File: src/design/srfa_pkg.sv
// Shared types, constants and field layout for the shared resource arbiter.
`default_nettype none
package srfa_pkg;

  // Consumer count and derived widths
  localparam int CONSUMERS = 32;
  localparam int ID_W      = 5;
  localparam int TBL_AW    = (CONSUMERS > 1) ? $clog2(CONSUMERS) : 1;
  localparam int QDEPTH    = 32;
  localparam int Q_AW      = 5;
  localparam int ADDR_W    = 32;
  localparam int CNT_W     = 32;

  // Stream payload widths; the tdata widths are padded to whole bytes
  localparam int IN_TDATA_W  = 72;
  localparam int IN_TUSER_W  = 2;
  localparam int OUT_TDATA_W = 88;

  // Input tdata field offsets
  localparam int IN_ID_LSB   = 0;
  localparam int IN_ADDR_LSB = IN_ID_LSB + ID_W;
  localparam int IN_CNT_LSB  = IN_ADDR_LSB + ADDR_W;

  typedef enum logic [1:0] {
    OP_ATTACH   = 2'd0,
    OP_DETACH   = 2'd1,
    OP_REQUEST  = 2'd2,
    OP_COMPLETE = 2'd3
  } op_e;

  typedef enum logic [1:0] {
    ST_OK      = 2'd0,
    ST_NO_ID   = 2'd1,
    ST_PENDING = 2'd2,
    ST_INVALID = 2'd3
  } status_e;

  // Classified command handed from front to back
  typedef struct packed {
    op_e               op;
    logic [ID_W-1:0]   id;
    logic              id_ok;
    logic [ADDR_W-1:0] addr;
    logic [CNT_W-1:0]  cnt;
  } cmd_t;

  // One result item
  typedef struct packed {
    status_e           status;
    logic [ID_W-1:0]   assigned_id;
    logic              power_up;
    logic              power_down;
    logic              start_valid;
    logic [ID_W-1:0]   start_id;
    logic [ADDR_W-1:0] start_address;
    logic [CNT_W-1:0]  start_count;
    logic              completed_valid;
    logic [ID_W-1:0]   completed_id;
  } res_t;

endpackage
`default_nettype wire

File: src/design/shared_resource_fifo_arbiter.sv
// Top level: shared engine arbiter with consumer id allocator.
//
//  channel   direction  handshake                     payload
//  s_axis    in         s_axis_tvalid_i/tready_o      tuser operation, tdata id/addr/count
//  m_axis    out        m_axis_tvalid_o/tready_i      tdata result item
//
//  An item is registered in the front queue; the back end pops it and loads
//  its result into the output register at the same edge, so attach, detach,
//  request and idle completion sustain one item per cycle while the output
//  register is free. A completion that starts a queued request goes through
//  the queue read and table read states, set by the dependent registered reads of
//  the wait queue and then the request tables. Reset clears the masks, the
//  queue pointers and all handshake state; the memories are not cleared. The
//  front queue keeps accepting while a result waits, until its two entries fill.
`default_nettype none
module shared_resource_fifo_arbiter (
  input  wire logic                             clk_i,
  input  wire logic                             rst_ni,
  input  wire logic                             s_axis_tvalid_i,
  output logic                                  s_axis_tready_o,
  // consumer_id[4:0], buffer_address[36:5], word_count[68:37], zero fill
  input  wire logic [srfa_pkg::IN_TDATA_W-1:0]  s_axis_tdata_i,
  // operation[1:0]
  input  wire logic [srfa_pkg::IN_TUSER_W-1:0]  s_axis_tuser_i,
  output logic                                  m_axis_tvalid_o,
  input  wire logic                             m_axis_tready_i,
  // status[1:0], assigned_id[6:2], engine_power_up[7], engine_power_down[8],
  // start_valid[9], start_id[14:10], start_address[46:15], start_count[78:47],
  // completed_valid[79], completed_id[84:80], zero fill
  output logic [srfa_pkg::OUT_TDATA_W-1:0]      m_axis_tdata_o
);
  import srfa_pkg::*;

  logic cmd_valid, cmd_pop;
  cmd_t cmd;
  res_t res;

  srfa_front u_front (
    .clk_i       (clk_i),
    .rst_ni      (rst_ni),
    .in_valid_i  (s_axis_tvalid_i),
    .in_ready_o  (s_axis_tready_o),
    .in_tdata_i  (s_axis_tdata_i),
    .in_tuser_i  (s_axis_tuser_i),
    .cmd_valid_o (cmd_valid),
    .cmd_o       (cmd),
    .cmd_pop_i   (cmd_pop)
  );

  srfa_back u_back (
    .clk_i       (clk_i),
    .rst_ni      (rst_ni),
    .cmd_valid_i (cmd_valid),
    .cmd_i       (cmd),
    .cmd_pop_o   (cmd_pop),
    .out_valid_o (m_axis_tvalid_o),
    .out_ready_i (m_axis_tready_i),
    .out_o       (res)
  );

  // Pack the result item, first field lowest
  assign m_axis_tdata_o = {3'b000, res.completed_id, res.completed_valid, res.start_count,
                           res.start_address, res.start_id, res.start_valid,
                           res.power_down, res.power_up, res.assigned_id, res.status};

endmodule
`default_nettype wire

File: src/design/srfa_front.sv
// Front end: accepts input items, classifies them and buffers them in a short queue.
`default_nettype none
module srfa_front (
  input  wire logic                            clk_i,
  input  wire logic                            rst_ni,
  input  wire logic                            in_valid_i,
  output logic                                 in_ready_o,
  input  wire logic [srfa_pkg::IN_TDATA_W-1:0] in_tdata_i,
  input  wire logic [srfa_pkg::IN_TUSER_W-1:0] in_tuser_i,
  output logic                                 cmd_valid_o,
  output srfa_pkg::cmd_t                       cmd_o,
  input  wire logic                            cmd_pop_i
);
  import srfa_pkg::*;

  localparam int QD = 2;

  cmd_t       slot_q [QD];
  logic       wr_ptr_q, rd_ptr_q;
  logic [1:0] count_q;
  cmd_t       cmd_in;
  logic       push, pop;

  // Classify the incoming item
  always_comb begin
    cmd_in.op    = op_e'(in_tuser_i);
    cmd_in.id    = in_tdata_i[IN_ID_LSB +: ID_W];
    cmd_in.id_ok = (int'(in_tdata_i[IN_ID_LSB +: ID_W]) < CONSUMERS);
    cmd_in.addr  = in_tdata_i[IN_ADDR_LSB +: ADDR_W];
    cmd_in.cnt   = in_tdata_i[IN_CNT_LSB +: CNT_W];
  end

  assign in_ready_o  = (count_q != 2'(QD));
  assign cmd_valid_o = (count_q != 2'd0);
  assign cmd_o       = slot_q[rd_ptr_q];
  assign push        = in_valid_i && in_ready_o;
  assign pop         = cmd_pop_i && cmd_valid_o;

  // Advance queue pointers and fill count
  always_ff @(posedge clk_i or negedge rst_ni) begin
    if (!rst_ni) begin
      wr_ptr_q <= 1'b0;
      rd_ptr_q <= 1'b0;
      count_q  <= 2'd0;
    end else begin
      if (push) wr_ptr_q <= ~wr_ptr_q;
      if (pop)  rd_ptr_q <= ~rd_ptr_q;
      if (push && !pop)      count_q <= count_q + 2'd1;
      else if (pop && !push) count_q <= count_q - 2'd1;
    end
  end

  // Hold queued commands
  always_ff @(posedge clk_i) begin
    if (push) slot_q[wr_ptr_q] <= cmd_in;
  end

endmodule
`default_nettype wire

File: src/design/srfa_back.sv
// Back end: consumer masks, wait queue, request tables and result register.
`default_nettype none
module srfa_back (
  input  wire logic           clk_i,
  input  wire logic           rst_ni,
  input  wire logic           cmd_valid_i,
  input  wire srfa_pkg::cmd_t cmd_i,
  output logic                cmd_pop_o,
  output logic                out_valid_o,
  input  wire logic           out_ready_i,
  output srfa_pkg::res_t      out_o
);
  import srfa_pkg::*;

  typedef enum logic [1:0] {
    S_IDLE,
    S_QRD,
    S_TRD
  } state_e;

  state_e                state_q, state_d;
  logic [CONSUMERS-1:0]  attached_q, attached_d;
  logic [CONSUMERS-1:0]  pending_q, pending_d;
  logic                  busy_q, busy_d;
  logic [ID_W-1:0]       active_q, active_d;
  logic [Q_AW-1:0]       head_q, head_d;
  logic [Q_AW-1:0]       tail_q, tail_d;
  logic [ID_W-1:0]       nxt_q, nxt_d;
  logic                  out_valid_q;
  res_t                  out_q;

  // Memories and their registered read data
  logic [ID_W-1:0]       wait_mem [QDEPTH];
  logic [ADDR_W-1:0]     addr_mem [CONSUMERS];
  logic [CNT_W-1:0]      cnt_mem  [CONSUMERS];
  logic [ID_W-1:0]       fifo_rd_q;
  logic [ADDR_W-1:0]     addr_rd_q;
  logic [CNT_W-1:0]      cnt_rd_q;
  logic [TBL_AW-1:0]     tbl_raddr;

  logic                  out_free, out_load;
  res_t                  res;
  logic                  tbl_we, q_we;
  logic [TBL_AW-1:0]     cidx;
  logic                  known, dup;
  logic                  free_found;
  logic [TBL_AW-1:0]     free_idx;

  // Find the lowest free consumer id
  always_comb begin
    free_found = 1'b0;
    free_idx   = '0;
    for (int k = CONSUMERS - 1; k >= 0; k--) begin
      if (!attached_q[k]) begin
        free_found = 1'b1;
        free_idx   = TBL_AW'(k);
      end
    end
  end

  assign cidx      = cmd_i.id[TBL_AW-1:0];
  assign known     = cmd_i.id_ok && attached_q[cidx];
  assign dup       = (busy_q && (active_q == cmd_i.id)) || pending_q[cidx];
  assign out_free  = !out_valid_q || out_ready_i;
  assign tbl_raddr = (state_q == S_QRD) ? fifo_rd_q[TBL_AW-1:0] : nxt_q[TBL_AW-1:0];

  // Execute one command and build its result
  always_comb begin
    state_d    = state_q;
    attached_d = attached_q;
    pending_d  = pending_q;
    busy_d     = busy_q;
    active_d   = active_q;
    head_d     = head_q;
    tail_d     = tail_q;
    nxt_d      = nxt_q;
    res        = '0;
    cmd_pop_o  = 1'b0;
    out_load   = 1'b0;
    tbl_we     = 1'b0;
    q_we       = 1'b0;
    case (state_q)
      S_IDLE: begin
        if (cmd_valid_i && out_free) begin
          case (cmd_i.op)
            OP_ATTACH: begin
              cmd_pop_o = 1'b1;
              out_load  = 1'b1;
              // first attach empties the queue and idles the engine
              if (attached_q == '0) begin
                head_d    = '0;
                tail_d    = '0;
                pending_d = '0;
                busy_d    = 1'b0;
                active_d  = '0;
              end
              if (!free_found) begin
                res.status = ST_NO_ID;
              end else begin
                res.status            = ST_OK;
                res.assigned_id       = ID_W'(free_idx);
                res.power_up          = (attached_q == '0);
                attached_d[free_idx]  = 1'b1;
              end
            end
            OP_DETACH: begin
              cmd_pop_o = 1'b1;
              out_load  = 1'b1;
              if (!known) begin
                res.status = ST_INVALID;
              end else begin
                attached_d[cidx] = 1'b0;
                res.status       = ST_OK;
                res.power_down   = (attached_d == '0);
              end
            end
            OP_REQUEST: begin
              cmd_pop_o = 1'b1;
              out_load  = 1'b1;
              if (!known) begin
                res.status = ST_INVALID;
              end else if (dup) begin
                res.status = ST_PENDING;
              end else begin
                tbl_we     = 1'b1;
                res.status = ST_OK;
                if (!busy_q) begin
                  busy_d            = 1'b1;
                  active_d          = cmd_i.id;
                  res.start_valid   = 1'b1;
                  res.start_id      = cmd_i.id;
                  res.start_address = cmd_i.addr;
                  res.start_count   = cmd_i.cnt;
                end else begin
                  q_we            = 1'b1;
                  tail_d          = tail_q + Q_AW'(1);
                  pending_d[cidx] = 1'b1;
                end
              end
            end
            OP_COMPLETE: begin
              if (!busy_q) begin
                cmd_pop_o  = 1'b1;
                out_load   = 1'b1;
                res.status = ST_INVALID;
              end else if (head_q != tail_q) begin
                // fetch the oldest waiting id, then its table entry
                state_d = S_QRD;
              end else begin
                cmd_pop_o           = 1'b1;
                out_load            = 1'b1;
                res.status          = ST_OK;
                res.completed_valid = 1'b1;
                res.completed_id    = active_q;
                busy_d              = 1'b0;
              end
            end
            default: ;
          endcase
        end
      end
      S_QRD: begin
        nxt_d   = fifo_rd_q;
        state_d = S_TRD;
      end
      S_TRD: begin
        if (out_free) begin
          cmd_pop_o                       = 1'b1;
          out_load                        = 1'b1;
          res.status                      = ST_OK;
          res.completed_valid             = 1'b1;
          res.completed_id                = active_q;
          res.start_valid                 = 1'b1;
          res.start_id                    = nxt_q;
          res.start_address               = addr_rd_q;
          res.start_count                 = cnt_rd_q;
          active_d                        = nxt_q;
          head_d                          = head_q + Q_AW'(1);
          pending_d[nxt_q[TBL_AW-1:0]]    = 1'b0;
          state_d                         = S_IDLE;
        end
      end
      default: state_d = S_IDLE;
    endcase
  end

  // Hold state and the result register
  always_ff @(posedge clk_i or negedge rst_ni) begin
    if (!rst_ni) begin
      state_q     <= S_IDLE;
      attached_q  <= '0;
      pending_q   <= '0;
      busy_q      <= 1'b0;
      active_q    <= '0;
      head_q      <= '0;
      tail_q      <= '0;
      nxt_q       <= '0;
      out_valid_q <= 1'b0;
      out_q       <= '0;
    end else begin
      state_q    <= state_d;
      attached_q <= attached_d;
      pending_q  <= pending_d;
      busy_q     <= busy_d;
      active_q   <= active_d;
      head_q     <= head_d;
      tail_q     <= tail_d;
      nxt_q      <= nxt_d;
      if (out_load) begin
        out_valid_q <= 1'b1;
        out_q       <= res;
      end else if (out_ready_i) begin
        out_valid_q <= 1'b0;
      end
    end
  end

  // Wait queue: write at tail, registered read at head
  always_ff @(posedge clk_i) begin
    if (q_we) wait_mem[tail_q] <= cmd_i.id;
    fifo_rd_q <= wait_mem[head_q];
  end

  // Request tables: write on accepted request, registered read of next id
  always_ff @(posedge clk_i) begin
    if (tbl_we) begin
      addr_mem[cidx] <= cmd_i.addr;
      cnt_mem[cidx]  <= cmd_i.cnt;
    end
    addr_rd_q <= addr_mem[tbl_raddr];
    cnt_rd_q  <= cnt_mem[tbl_raddr];
  end

  assign out_valid_o = out_valid_q;
  assign out_o       = out_q;

`ifndef SYNTHESIS
  // An idle engine has nothing queued
  a_idle_empty: assert property (@(posedge clk_i) disable iff (!rst_ni)
    !busy_q |-> (pending_q == '0) && (head_q == tail_q))
    else $error("idle engine with queued requests");

  // Queue occupancy matches the pending mask
  a_pending_count: assert property (@(posedge clk_i) disable iff (!rst_ni)
    $countones(pending_q) == int'(Q_AW'(tail_q - head_q)))
    else $error("pending mask and queue occupancy disagree");

  // Queue fetch only runs with a busy engine and a non-empty queue
  a_fetch_ok: assert property (@(posedge clk_i) disable iff (!rst_ni)
    (state_q == S_QRD) |-> busy_q && (head_q != tail_q))
    else $error("queue fetch without waiting request");

  // Queue fetch is followed by the table read stage
  a_fetch_seq: assert property (@(posedge clk_i) disable iff (!rst_ni)
    (state_q == S_QRD) |=> (state_q == S_TRD))
    else $error("queue fetch not followed by table read");
`endif

endmodule
`default_nettype wire

File: config.mk
export PLATFORM = sky130hd
export DESIGN_NAME = shared_resource_fifo_arbiter
export DESIGN_NICKNAME = d
export VERILOG_FILES = /design/src/design/srfa_pkg.sv /design/src/design/shared_resource_fifo_arbiter.sv /design/src/design/srfa_front.sv /design/src/design/srfa_back.sv
export SDC_FILE = /design/constraint.sdc
export NUM_CORES = 2
export LEC_CHECK = 0
export BUFFER_PORTS_ARGS = -buffer_cell sky130_fd_sc_hd__buf_4
export CAP_MARGIN = 40
export CORE_ASPECT_RATIO = 1.5
export CORE_MARGIN = 2
export CORE_UTILIZATION = 57
export CTS_CLUSTER_SIZE = 28
export DETAILED_ROUTE_END_ITERATION = 8
export PLACE_DENSITY = 0.74
export SETUP_SLACK_MARGIN = 0.15
export SKIP_LAST_GASP = 1
export SLEW_MARGIN = 10
export SYNTH_ARGS = -nofsm -noshare
export SYNTH_HDL_FRONTEND = slang
export SYNTH_HIERARCHICAL = 1
export SYNTH_SLANG_ARGS = --single-unit
File: constraint.sdc
create_clock -name clk_i -period 6.5 [get_ports clk_i]
set_input_delay 0.65 -clock clk_i [delete_from_list [all_inputs] [get_ports clk_i]]
set_output_delay 0.65 -clock clk_i [all_outputs]
set_load 0.03 [all_outputs]
==> impl_metrics.json <==
{
  "clock.fmax_mhz": 196,
  "timing.slew.headroom": 0.0944,
  "finalNetCount": 8283,
  "ys_async_sr_fraction": 0.0682,
  "drt_pass1_iterations": 8,
  "synth.ff_latch_count": 2596,
  "slowest_stage_delay_on_critical_path_ns": 0.70,
  "tightest_slew_ns": 1.36,
  "drive_above_1_share": 0.0984,
  "route.detailed.drc": 0,
  "critical_path.most_common_cell": "sky130_fd_sc_hd__buf_4",
  "initial_core_util": 0.574,
  "vdd_ir_drop_max_uv": 733,
  "cts_max_path_buffers": 4,
  "final_antenna_net_count": 0,
  "global_route_wire_length_before_repair_um": 405000,
  "post_synth.cell_area_avg_um2": 12.7,
  "detailedPlacementHpwl_um": 144000,
  "synth-edff-count": 2350,
  "grt_max_degree": 215,
  "path_delay_family": "buffers and inverters",
  "post-cts-setup-buffer-count": 0,
  "vias": 67300,
  "cell_type_of_the_slowest_stage_on_the_worst_timing_path": "sky130_fd_sc_hd__nor2_4",
  "critPathBufInv": 3,
  "synth_ff_type": "sky130_fd_sc_hd__edfxtp_1",
  "top_level_ports": 168,
  "timing.final.hold_violations": 0,
  "synth_cells": 8149,
  "routed_via_density": 6.23,
  "clkSinkCount": 2596,
  "post_drt_wl_per_cell_um": 25.1,
  "critical_path.endpoint_type": "flop",
  "max_cap_viol_count": 0,
  "setup_viol": 0,
  "wirelength_um": 271000,
  "tritoncts": "done",
  "post_route_minimum_period_ns": 5.10,
  "finalMaxSlewViolations": 0,
  "synth_sequential_area_ratio": 0.738,
  "crit_path_start_kind": "flop",
  "critPathKind": "flop to flop",
  "final.period_utilization": 0.784,
  "die_h_um": 526,
  "outcome": "finished clean",
  "most-common-layout-cells": "sky130_fd_sc_hd__edfxtp_1, sky130_fd_sc_hd__nand2_1, sky130_fd_sc_hd__nand3_1",
  "cts_made_buffers": 228,
  "power.static_leakage_nw": 40.4,
  "portBuffers": 161,
  "rsz0062_at_grt": "false",
  "fin_tns_setup_ns": 0,
  "design.die.area_um2": 185000,
  "grt_use_total": 0.289,
  "number_of_antenna_violations_at_the_first_check_in_global_routing": 7,
  "crit_path_cell_trace": "mux2_4, buf_4, xor2_1, nor4_1, a32o_1, nor4_4, o211ai_4, buf_4, nor2_4, buf_4",
  "first_global_vias": 66000,
  "gp_congestion": 0.900,
  "critPathArrivalTime_ns": 5.60,
  "final_common_cell": "sky130_fd_sc_hd__edfxtp_1",
  "clk_latency_ns": 0.89,
  "worst-path-max-fanout": 46,
  "root_buffer": "sky130_fd_sc_hd__clkbuf_16",
  "clock_slew_at_the_register_clock_pins_of_the_worst_setup_and_hold_paths_ns": 0.06,
  "grt_remaining_overflow": 0,
  "cts_hold_buffers": 70,
  "worst_ep_required_time_ns": 7.00,
  "yosysWarnings": 6,
  "power_density_nw_per_um2": 483,
  "x_dimension_of_the_die_um": 352,
  "cell_count_after_placement": 10300,
  "fin_worst_skew_ns": 0.0692,
  "placementRows": 191,
  "synth.distinct_cells": 77,
  "synthToLayoutAreaGrowth_pct": 11.7,
  "instances_no_fill": 10800,
  "cts.repair.resized": 0,
  "drt_iter0_markers": 7962,
  "holdCritPathClass": "input pin to flop",
  "htree_levels": 4,
  "core_um2": 180000,
  "netlist_area_um2": 103000
}
-- worst reg2reg max path: stages (launching register included) --
cell and delay (ns):
sky130_fd_sc_hd__dfrtp_4 0.60, sky130_fd_sc_hd__mux2_4 0.68, sky130_fd_sc_hd__buf_4 0.49, sky130_fd_sc_hd__xor2_1 0.20, sky130_fd_sc_hd__nor4_1 0.10, sky130_fd_sc_hd__a32o_1 0.31
sky130_fd_sc_hd__nor4_4 0.44, sky130_fd_sc_hd__o211ai_4 0.30, sky130_fd_sc_hd__buf_4 0.43, sky130_fd_sc_hd__nor2_4 0.73, sky130_fd_sc_hd__buf_4 0.44
-- layout make-up --
| cell class | instances | area [µm²] |
|---|---|---|
| clock buffer | 290 | 6120 |
| fill | 12600 | 64800 |
| sequential | 2596 | 76400 |
| clock inverter | 127 | 1180 |
| inverter | 27 | 126 |
| timing repair buffer | 360 | 3650 |
| antenna | 2 | 5.00 |
| multi-input combinational | 4986 | 25100 |
| tap | 2412 | 3020 |
-- worst paths after layout --
kind / depth (start not counted) / endpoint / startpoint / slack (ns)
hold reg to reg: 2 / u_back/out_o[79] / u_back/out_o[79] / 0.49
max in group asynchronous: 3 / u_front/rd_ptr_q / rst_ni / 4.82
setup / recovery: 10 / u_back/addr_mem[4][18] / u_front/rd_ptr_q / 1.40
min in group asynchronous: 2 / u_back/out_o[15] / rst_ni / 0.38
setup reg to reg: 10 / u_back/addr_mem[4][18] / u_front/rd_ptr_q / 1.40
hold / removal: 1 / u_front/slot_q[1][6] / s_axis_tdata_i[43] / 0.07
-- Yosys cell counts, types with 7 or more instances --
library cell / instances / area (µm²)
sky130_fd_sc_hd__o21ai_1: 24 / 120
sky130_fd_sc_hd__inv_1: 23 / 86.3
sky130_fd_sc_hd__xor2_1: 9 / 78.8
sky130_fd_sc_hd__and4_1: 66 / 578
sky130_fd_sc_hd__and2_1: 7 / 43.8
sky130_fd_sc_hd__nand2_1: 2195 / 8240
sky130_fd_sc_hd__a21oi_1: 117 / 586
sky130_fd_sc_hd__nand2b_1: 15 / 93.8
sky130_fd_sc_hd__nor3b_1: 7 / 52.6
sky130_fd_sc_hd__edfxtp_1: 2350 / 70600
sky130_fd_sc_hd__dfxtp_1: 69 / 1380
sky130_fd_sc_hd__a22oi_1: 9 / 67.6
sky130_fd_sc_hd__mux2_2: 15 / 169
sky130_fd_sc_hd__and3_1: 9 / 56.3
sky130_fd_sc_hd__dfrtp_1: 177 / 4430
sky130_fd_sc_hd__mux4_2: 56 / 1260
sky130_fd_sc_hd__o22a_1: 7 / 61.3
sky130_fd_sc_hd__buf_2: 60 / 300
sky130_fd_sc_hd__nand3b_1: 9 / 67.6
sky130_fd_sc_hd__buf_12: 7 / 140
sky130_fd_sc_hd__mux2i_1: 25 / 250
sky130_fd_sc_hd__nor3_1: 11 / 55.1
sky130_fd_sc_hd__nor4_1: 11 / 68.8
sky130_fd_sc_hd__xnor2_1: 9 / 78.8
sky130_fd_sc_hd__nand3_1: 1811 / 9060
sky130_fd_sc_hd__mux2_4: 69 / 1040
sky130_fd_sc_hd__nor2_1: 183 / 687
sky130_fd_sc_hd__nor2b_1: 17 / 106
sky130_fd_sc_hd__o21ai_0: 184 / 921
sky130_fd_sc_hd__a31oi_1: 12 / 75.1
sky130_fd_sc_hd__a22o_1: 9 / 78.8
sky130_fd_sc_hd__a221oi_1: 7 / 61.3
sky130_fd_sc_hd__buf_1: 38 / 143
sky130_fd_sc_hd__nand4_1: 10 / 62.6
sky130_fd_sc_hd__clkbuf_1: 428 / 1610
-- power by group --
group / internal (mW) / total [mW] / switching [mW]
Clock: 7.41 / 13.3 / 5.85
Combinational: 5.91 / 21.2 / 15.3
Sequential: 20.9 / 21.4 / 0.560
-- cells by family after synthesis --
family | after synthesis | share of synthesized area
flip-flops | 2596 | 0.738
buffers and inverters | 569 | 0.0229
multiplexers | 166 | 0.0264
other | 2 | 0.0000726
adder cells (fa/ha/maj) | 6 | 0.000725
AO/OA/AOI/OAI | 421 | 0.0232
XOR/XNOR | 18 | 0.00152
AND/OR/NAND/NOR | 4371 | 0.187
-- sequential cells by signal, indices dropped and copies added, names as in the netlist, 32 cells and up --
register,count
u_back/addr_mem,1024
u_back/cnt_mem,1024
u_back/wait_mem,160
u_front/slot_q,142
u_back/out_o,85
u_back/addr_rd_q,32
u_back/attached_q,32
u_back/cnt_rd_q,32
u_back/pending_q,32
-- routing by layer --
metal	GRT usage	wire length [µm]	vias up
li1	-	-	29500
met1	0.367	98000	33400
met2	0.496	137000	3680
met3	0.0401	24100	732
met4	0.127	12200	8
met5	0	51	-
-- through the flow --
stage | worst slack, ns | cell area (µm²) | utilization | power (mW) | hold slack [ns]
after global placement | 1.45 | 107000 | 0.595 | 41.9 | 0.465
after global routing | 1.26 | 116000 | 0.641 | 58.4 | 0.0359
after detailed placement | 1.42 | 108000 | 0.596 | 42.5 | 0.476
final | 1.40 | 116000 | 0.641 | 55.9 | 0.0748
after floorplan | 0.419 | 103000 | - | 35.6 | 0.354
after CTS | 1.39 | 116000 | 0.640 | 55.8 | 0.0154
(Power assumes the default switching activity.)
